--- src/hw/rtl/rgbhsv_pkg.sv ---
// Shared types and constants for the 8-bit RGB to HSV converter.
// Used by rgbhsv_div, rgb_to_hsv_8bit_top and the testbench files; depends on nothing else.
package rgbhsv_pkg;

	localparam int CH_W      = 8;
	localparam int NUM_W     = 2 * CH_W;
	localparam int DIV_STEPS = CH_W;
	// max/min stage, numerator stage, one stage per quotient bit, output stage
	localparam int STAGES    = DIV_STEPS + 3;
	localparam int DIV_FIRST = 2;
	localparam int OUT_STAGE = STAGES - 1;

	localparam logic [CH_W-1:0] HUE_OFS_RED   = 8'd0;
	localparam logic [CH_W-1:0] HUE_OFS_GREEN = 8'd85;
	localparam logic [CH_W-1:0] HUE_OFS_BLUE  = 8'd171;
	localparam logic [5:0]      HUE_STEP      = 6'd43;

	typedef struct packed {
		logic [CH_W-1:0] red;
		logic [CH_W-1:0] green;
		logic [CH_W-1:0] blue;
	} pix_t;

	typedef struct packed {
		logic [CH_W-1:0] hue;
		logic [CH_W-1:0] saturation;
		logic [CH_W-1:0] brightness;
	} hsv_t;

	typedef enum logic [1:0] {
		HUE_RED,
		HUE_GREEN,
		HUE_BLUE
	} hue_sel_t;

	typedef struct packed {
		logic [CH_W-1:0] brightness;
		logic            black;
		logic            grey;
		hue_sel_t        sel;
		logic            neg;
	} side_t;

	function automatic logic [CH_W-1:0] hue_base(input hue_sel_t sel);
		logic [CH_W-1:0] base;
		unique case (sel)
			HUE_RED:   base = HUE_OFS_RED;
			HUE_GREEN: base = HUE_OFS_GREEN;
			HUE_BLUE:  base = HUE_OFS_BLUE;
			default:   base = HUE_OFS_RED;
		endcase
		return base;
	endfunction

endpackage

--- src/hw/rtl/rgb_to_hsv_8bit_top.sv ---
// Converts a stream of 8-bit RGB pixels to 8-bit HSV, one result per pixel.
// Depends on rgbhsv_pkg and rgbhsv_div.
//
// Each pixel passes through these stages from acceptance to its result on
// hsv: one stage finds the largest and smallest channel, one forms the two
// dividends, eight stages run the saturation and hue divisions side by side
// one quotient bit per stage, and one stage adds the hue offset and
// registers the result. A pixel can be accepted every clock unless stalled.
// Each stage moves forward when it is empty or its successor moves, so a
// stalled result only backs up the pipeline once every stage holds a pixel.
module rgb_to_hsv_8bit_top (
	input  logic               clk,
	input  logic               arst_n,
	input  logic               pix_valid,
	output logic               pix_stall,
	input  rgbhsv_pkg::pix_t   pix,
	output logic               hsv_valid,
	input  logic               hsv_stall,
	output rgbhsv_pkg::hsv_t   hsv
);
	import rgbhsv_pkg::*;

	logic [STAGES-1:0] valid_q;
	logic [STAGES-1:0] adv;

	// a stage advances if it is empty or its successor advances
	always_comb begin
		adv[OUT_STAGE] = !valid_q[OUT_STAGE] || !hsv_stall;
		for (int k = OUT_STAGE - 1; k >= 0; k--) begin
			adv[k] = !valid_q[k] || adv[k+1];
		end
	end

	assign pix_stall = !adv[0];

	always_ff @(posedge clk or negedge arst_n) begin
		if (!arst_n) begin
			valid_q <= '0;
		end else begin
			if (adv[0]) begin
				valid_q[0] <= pix_valid;
			end
			for (int k = 1; k < STAGES; k++) begin
				if (adv[k]) begin
					valid_q[k] <= valid_q[k-1];
				end
			end
		end
	end

	// stage 1: largest and smallest channel, signed difference of the other two
	hue_sel_t        sel;
	logic [CH_W-1:0] hi, lo, dx, dy;

	always_comb begin
		if (pix.red >= pix.green && pix.red >= pix.blue) begin
			sel = HUE_RED;
			hi  = pix.red;
			dx  = pix.green;
			dy  = pix.blue;
		end else if (pix.green >= pix.blue) begin
			sel = HUE_GREEN;
			hi  = pix.green;
			dx  = pix.blue;
			dy  = pix.red;
		end else begin
			sel = HUE_BLUE;
			hi  = pix.blue;
			dx  = pix.red;
			dy  = pix.green;
		end
		lo = pix.red;
		if (pix.green < lo) begin
			lo = pix.green;
		end
		if (pix.blue < lo) begin
			lo = pix.blue;
		end
	end

	logic [CH_W-1:0] hi_s1, span_s1, mag_s1;
	hue_sel_t        sel_s1;
	logic            neg_s1;

	always_ff @(posedge clk) begin
		if (adv[0]) begin
			hi_s1   <= hi;
			span_s1 <= hi - lo;
			sel_s1  <= sel;
			neg_s1  <= dx < dy;
			mag_s1  <= (dx < dy) ? dy - dx : dx - dy;
		end
	end

	// stage 2: dividends 255*span and 43*|diff|
	logic [NUM_W-1:0] sat_num_s2, hue_num_s2;
	logic [CH_W-1:0]  span_s2;
	side_t            side_s2;

	always_ff @(posedge clk) begin
		if (adv[1]) begin
			sat_num_s2 <= {span_s1, {CH_W{1'b0}}} - NUM_W'(span_s1);
			hue_num_s2 <= NUM_W'(mag_s1) * NUM_W'(HUE_STEP);
			span_s2    <= span_s1;
			side_s2    <= '{brightness: hi_s1, black: hi_s1 == '0, grey: span_s1 == '0,
			                sel: sel_s1, neg: neg_s1};
		end
	end

	// division stages
	logic [CH_W-1:0] sat_quo, hue_quo;

	rgbhsv_div u_sat_div (
		.clk (clk),
		.adv (adv[DIV_FIRST +: DIV_STEPS]),
		.num (sat_num_s2),
		.den (side_s2.brightness),
		.quo (sat_quo)
	);

	rgbhsv_div u_hue_div (
		.clk (clk),
		.adv (adv[DIV_FIRST +: DIV_STEPS]),
		.num (hue_num_s2),
		.den (span_s2),
		.quo (hue_quo)
	);

	side_t side_d [DIV_STEPS];

	always_ff @(posedge clk) begin
		if (adv[DIV_FIRST]) begin
			side_d[0] <= side_s2;
		end
		for (int j = 1; j < DIV_STEPS; j++) begin
			if (adv[DIV_FIRST+j]) begin
				side_d[j] <= side_d[j-1];
			end
		end
	end

	// output stage: offset plus signed quotient, wrap modulo 256
	side_t           side_last;
	logic [CH_W-1:0] base, hue_raw;
	hsv_t            hsv_next;
	hsv_t            hsv_s11;

	always_comb begin
		side_last = side_d[DIV_STEPS-1];
		base      = hue_base(side_last.sel);
		hue_raw   = side_last.neg ? base - hue_quo : base + hue_quo;
		hsv_next.brightness = side_last.brightness;
		hsv_next.saturation = side_last.black ? '0 : sat_quo;
		hsv_next.hue        = (side_last.black || side_last.grey) ? '0 : hue_raw;
	end

	always_ff @(posedge clk) begin
		if (adv[OUT_STAGE]) begin
			hsv_s11 <= hsv_next;
		end
	end

	assign hsv       = hsv_s11;
	assign hsv_valid = valid_q[OUT_STAGE];

	a_stall_only_when_full: assert property (@(posedge clk) disable iff (!arst_n)
		pix_stall |-> (hsv_valid && hsv_stall && valid_q[0]))
		else $error("input stalled while the pipeline had room");

	a_black_pixel: assert property (@(posedge clk) disable iff (!arst_n)
		(hsv_valid && hsv.brightness == '0) |-> (hsv.hue == '0 && hsv.saturation == '0))
		else $error("black pixel with nonzero hue or saturation");

	a_grey_pixel: assert property (@(posedge clk) disable iff (!arst_n)
		(hsv_valid && hsv.saturation == '0) |-> (hsv.hue == '0))
		else $error("grey pixel with nonzero hue");

	a_result_follows_entry: assert property (@(posedge clk) disable iff (!arst_n)
		(hsv_valid && !hsv_stall && !valid_q[OUT_STAGE-1]) |=> !hsv_valid)
		else $error("result appeared without a request behind it");

endmodule

--- src/hw/rtl/rgbhsv_div.sv ---
// Pipelined restoring divider, one quotient bit per register stage.
// Depends on rgbhsv_pkg; the caller owns the valid bits and drives the stage enables.
module rgbhsv_div (
	input  logic                              clk,
	input  logic [rgbhsv_pkg::DIV_STEPS-1:0] adv,
	input  logic [rgbhsv_pkg::NUM_W-1:0]     num,
	input  logic [rgbhsv_pkg::CH_W-1:0]      den,
	output logic [rgbhsv_pkg::CH_W-1:0]      quo
);
	import rgbhsv_pkg::*;

	// quotient must fit in CH_W bits: num < den * 2**CH_W
	logic [NUM_W-1:0] rem_s [DIV_STEPS-1];
	logic [CH_W-1:0]  den_s [DIV_STEPS-1];
	logic [CH_W-1:0]  quo_s [DIV_STEPS];

	for (genvar j = 0; j < DIV_STEPS; j++) begin : g_step
		localparam int SH = DIV_STEPS - 1 - j;
		logic [NUM_W-1:0] rem_in;
		logic [CH_W-1:0]  den_in;
		logic [CH_W-1:0]  quo_in;
		logic [NUM_W:0]   trial;
		logic             take;

		if (j == 0) begin : g_head
			assign rem_in = num;
			assign den_in = den;
			assign quo_in = '0;
		end else begin : g_body
			assign rem_in = rem_s[j-1];
			assign den_in = den_s[j-1];
			assign quo_in = quo_s[j-1];
		end

		// try to subtract the divisor aligned to this quotient bit
		assign trial = {1'b0, rem_in} - ((NUM_W+1)'(den_in) << SH);
		assign take  = !trial[NUM_W];

		always_ff @(posedge clk) begin
			if (adv[j]) begin
				quo_s[j] <= quo_in | (CH_W'(take) << SH);
			end
		end

		if (j < DIV_STEPS - 1) begin : g_fwd
			always_ff @(posedge clk) begin
				if (adv[j]) begin
					rem_s[j] <= take ? trial[NUM_W-1:0] : rem_in;
					den_s[j] <= den_in;
				end
			end
		end
	end

	assign quo = quo_s[DIV_STEPS-1];

endmodule

--- config.mk ---
export PLATFORM = sky130hd
export DESIGN_NAME = rgb_to_hsv_8bit_top
export DESIGN_NICKNAME = d
export VERILOG_FILES = /design/src/hw/rtl/rgbhsv_pkg.sv /design/src/hw/rtl/rgb_to_hsv_8bit_top.sv /design/src/hw/rtl/rgbhsv_div.sv
export SDC_FILE = /design/constraint.sdc
export NUM_CORES = 1
export LEC_CHECK = 0
export BUFFER_PORTS_ARGS = -buffer_cell sky130_fd_sc_hd__buf_4
export CORE_UTILIZATION = 50
export CTS_CLUSTER_DIAMETER = 30
export CTS_CLUSTER_SIZE = 10
export DETAILED_ROUTE_END_ITERATION = 10
export PLACE_DENSITY = 0.75
export SLEW_MARGIN = 15
export SYNTH_ARGS = -nofsm -noshare
export SYNTH_HDL_FRONTEND = slang
export SYNTH_SLANG_ARGS = --single-unit
--- constraint.sdc ---
create_clock -name clk -period 8.2 [get_ports clk]
set_clock_uncertainty 0.2 [all_clocks]
set_input_delay 1.64 -clock clk [delete_from_list [all_inputs] [get_ports clk]]
set_output_delay 1.64 -clock clk [all_outputs]
set_load 0.005 [all_outputs]
==> flow_summary.ini <==
[setup_path]
worstRegToRegCells = 14
crit_path_start_kind = input pin
r2r_end = hue_num_s2[13]
path_class = in2reg
crit_fanout = 34
worstPathRequired_ps = 8350
cp-end-kind = register
path_cells = buf_4 -> inv_1 -> ha_1 -> nand2b_1 -> a21o_1 -> a21o_1 -> a21oi_1 -> o21ai_0 -> nand3_4 -> buf_4 -> nor2_1 -> a21o_1 -> ha_1 -> nand2_1 -> o21bai_1 -> a32oi_2 -> buf_4 -> mux2i_1 -> o221ai_1 -> a41o_1 -> o311a_1
crit_slowest_cell = a32oi_2
crit_path_max_incr_delay_ps = 530
crit_family = compound AO/OA/AOI/OAI gates
cp.depth = 21
path_buf_inv = 4
r2r_start = mag_s1[3]
arrival_ps = 6370
r2r_slack_ps = 4110

[placement]
pre_cts_ws_ps = 1360
hpwl_um = 35000
gp_congestion = 0.854
port_buffers = 53
placed_cells = 3071

[die]
dieHeight_um = 241
dieArea_um2 = 57900
core_area_um2 = 56300
io_pins = 54
rows = 87
die_w_um = 241
start_util_pct = 50.6

[global_route]
met2_usage_pct = 32.3
grt_pass1_wl_um = 80900
grt_pass1_vias = 17400
grt.busiest_layer = met2
grt_start_max_net_pins = 68
antenna_found_initial = 0
grt_overflow = 0
met1_usage_pct = 19.3
track_usage_pct = 17.2
use_met3_pct = 2.81

[route]
dr.pass1.iters = 5
routed_via_density = 5.26
routed_wl_um = 48700
ant_nets = 0
avgRoutedWirePerCell_um = 15.0
vias = 17000
drt-initial-drc-count = 794
drc_errors = 0

[layout]
stdcell_count = 3243
antenna_cells = 0
drive_above_1_share_pct = 12.6
nFillCells = 4274
finalNetCount = 2689
area_delta_synth_final_pct = 15.7
final_util_pct = 58.5

[power_and_ir_drop]
power_density_nw_per_um2 = 486
leakage_nw = 13.8
finalPower_mw = 16.0
ir_worst_vdd_uv = 247

[sta]
period_share_pct = 75.9
rsz0062_at_grt = false
slew_violations = 0
hold_violations = 0
tightest_slew_ps = 1070
setup_ws_ps = 1970
period_needed_ps = 6230
timing.slew.headroom_pct = 28.8
fmax_mhz = 161
setup-tns-final_ps = 0
setup_viol = 0

[clocking]
clk_pin_slew_ps = 50
cts_buffer_depth = 3
ctsResizeCount = 0
tritoncts = done
cts_sinks = 560
cts_setup_buffers = 0
cts_hold_buf = 0
root_buffer = clkbuf_16
h-tree-depth = 3
worstSkewPairLatency_ps = 600
cts_buffers = 93

[logic_synthesis]
synth_nets = 2555
synth_cell_types = 76
ys_ff_latch = 560
synth_ff_type = edfxtp_1
synth_warnings = 0
synth-edff-count = 549
syn-cell-area_um2 = 28500
syn_avg_cell_area_um2 = 12.5
syn_inst = 2276
ys_seq_area_share_pct = 58.9
synth_async_sr_flop_share_pct = 1.96

[run]
drv_cap = 0

[hold_path]
holdPathEnd = u_hue_div.quo_s[3][6]
hp-start = u_hue_div.quo_s[2][6]
min_path_cells = 0
holdCritPathClass = reg2reg

[outcome]
status = finished, final reports clean
## worst max path at each step
stage,startpoint,end,slack (ps)
finish,pix[16],mag_s1[7],1970
CTS,pix[16],mag_s1[7],2010
global route,pix[16],mag_s1[6],1680
detailed placement,pix[16],mag_s1[6],1360
floorplan,hsv_stall,pix_stall,800
global placement,pix[16],mag_s1[6],1470
## per-layer routing
metal / part of all wire [%] / wire [um]
met1: 41 / 19900
met2: 53 / 25900
met3: 3.5 / 1710
met4: 2.4 / 1190
met5: 0 / 0
## flip-flops by register name (all words and copies together), names as in the netlist
name             count
hi_s1                8
valid_q             11
u_sat_div.rem_s    105
hue_num_s2          14
sat_num_s2          16
u_sat_div.quo_s     36
span_s2              7
u_hue_div.quo_s     36
u_hue_div.den_s     56
neg_s1               1
mag_s1               8
span_s1              8
sel_s1               2
u_hue_div.rem_s    111
side_d             102
side_s2             13
u_sat_div.den_s      2
hsv                 24
## cells by family (layout without fill, tap and decap cells)
logic type	Yosys count	in the layout	share of synthesized area (%)
adders and majority gates	251	251	11.7
xor gates and xnor gates	98	98	3.06
DFF	560	560	58.9
muxes	93	93	3.50
AOI/OAI and AO/OA	447	447	9.76
and+or+nand+nor	526	526	8.99
buffers and inverters	301	512	4.02
## report_power, final
group          internal (mW)  total (mW)  switching, mW
combinational           2.92        6.42           3.51
clock                   2.43        3.72           1.29
sequential              5.16        5.86          0.700
total                   10.5        16.0           5.50
## synth_stat cells (16+ instances only)
master,n,area (um^2)
nor2_1,174,653
mux2_2,52,586
a21oi_1,118,591
nand2_1,124,465
xor2_1,36,315
fa_1,27,541
edfxtp_1,549,16500
clkbuf_1,19,71.3
o31ai_1,18,135
inv_1,273,1020
a21boi_0,31,233
a21o_1,47,353
mux2i_1,40,400
ha_1,224,2800
o21a_1,16,120
xnor2_1,61,534
o21ai_0,128,641
nor2b_1,46,288
nand2b_1,31,194
nor3_1,42,210
nand3_1,18,90.1
## cell usage in the layout, fill, tap and decap left out, types with 31 or more instances in the layout
master / Yosys / layout
mux2_2: 52 / 52
edfxtp_1: 549 / 549
xnor2_1: 61 / 61
o21ai_0: 128 / 128
a21o_1: 47 / 47
a21boi_0: 31 / 31
buf_4: 0 / 65
nor2b_1: 46 / 46
inv_1: 273 / 270
mux2i_1: 40 / 40
ha_1: 224 / 224
a21oi_1: 118 / 118
xor2_1: 36 / 36
nor3_1: 42 / 42
nand2_1: 124 / 121
nand2b_1: 31 / 31
nor2_1: 174 / 173
clkbuf_16: 0 / 94
## through the flow
stage / instance area, um^2 / hold slack [ps]
after floorplan: 28500 / 200
after CTS: 32900 / 208
after global routing: 32900 / 212
after detailed placement: 29800 / 205
after global placement: 29800 / 200
final: 32900 / 210
## final cells by class
| cell class | instances | area (um^2) | share of cell area (%) |
|---|---|---|---|
| clock inverters | 52 | 584 | 1.78 |
| inverters | 275 | 1030 | 3.14 |
| well taps | 756 | 946 | 2.87 |
| flip-flops and latches | 560 | 16800 | 50.9 |
| repair buffers | 65 | 488 | 1.48 |
| clock buffers | 120 | 2520 | 7.66 |
| multi-input cells | 1415 | 10600 | 32.1 |
Power figures use the tool's default switching activity.
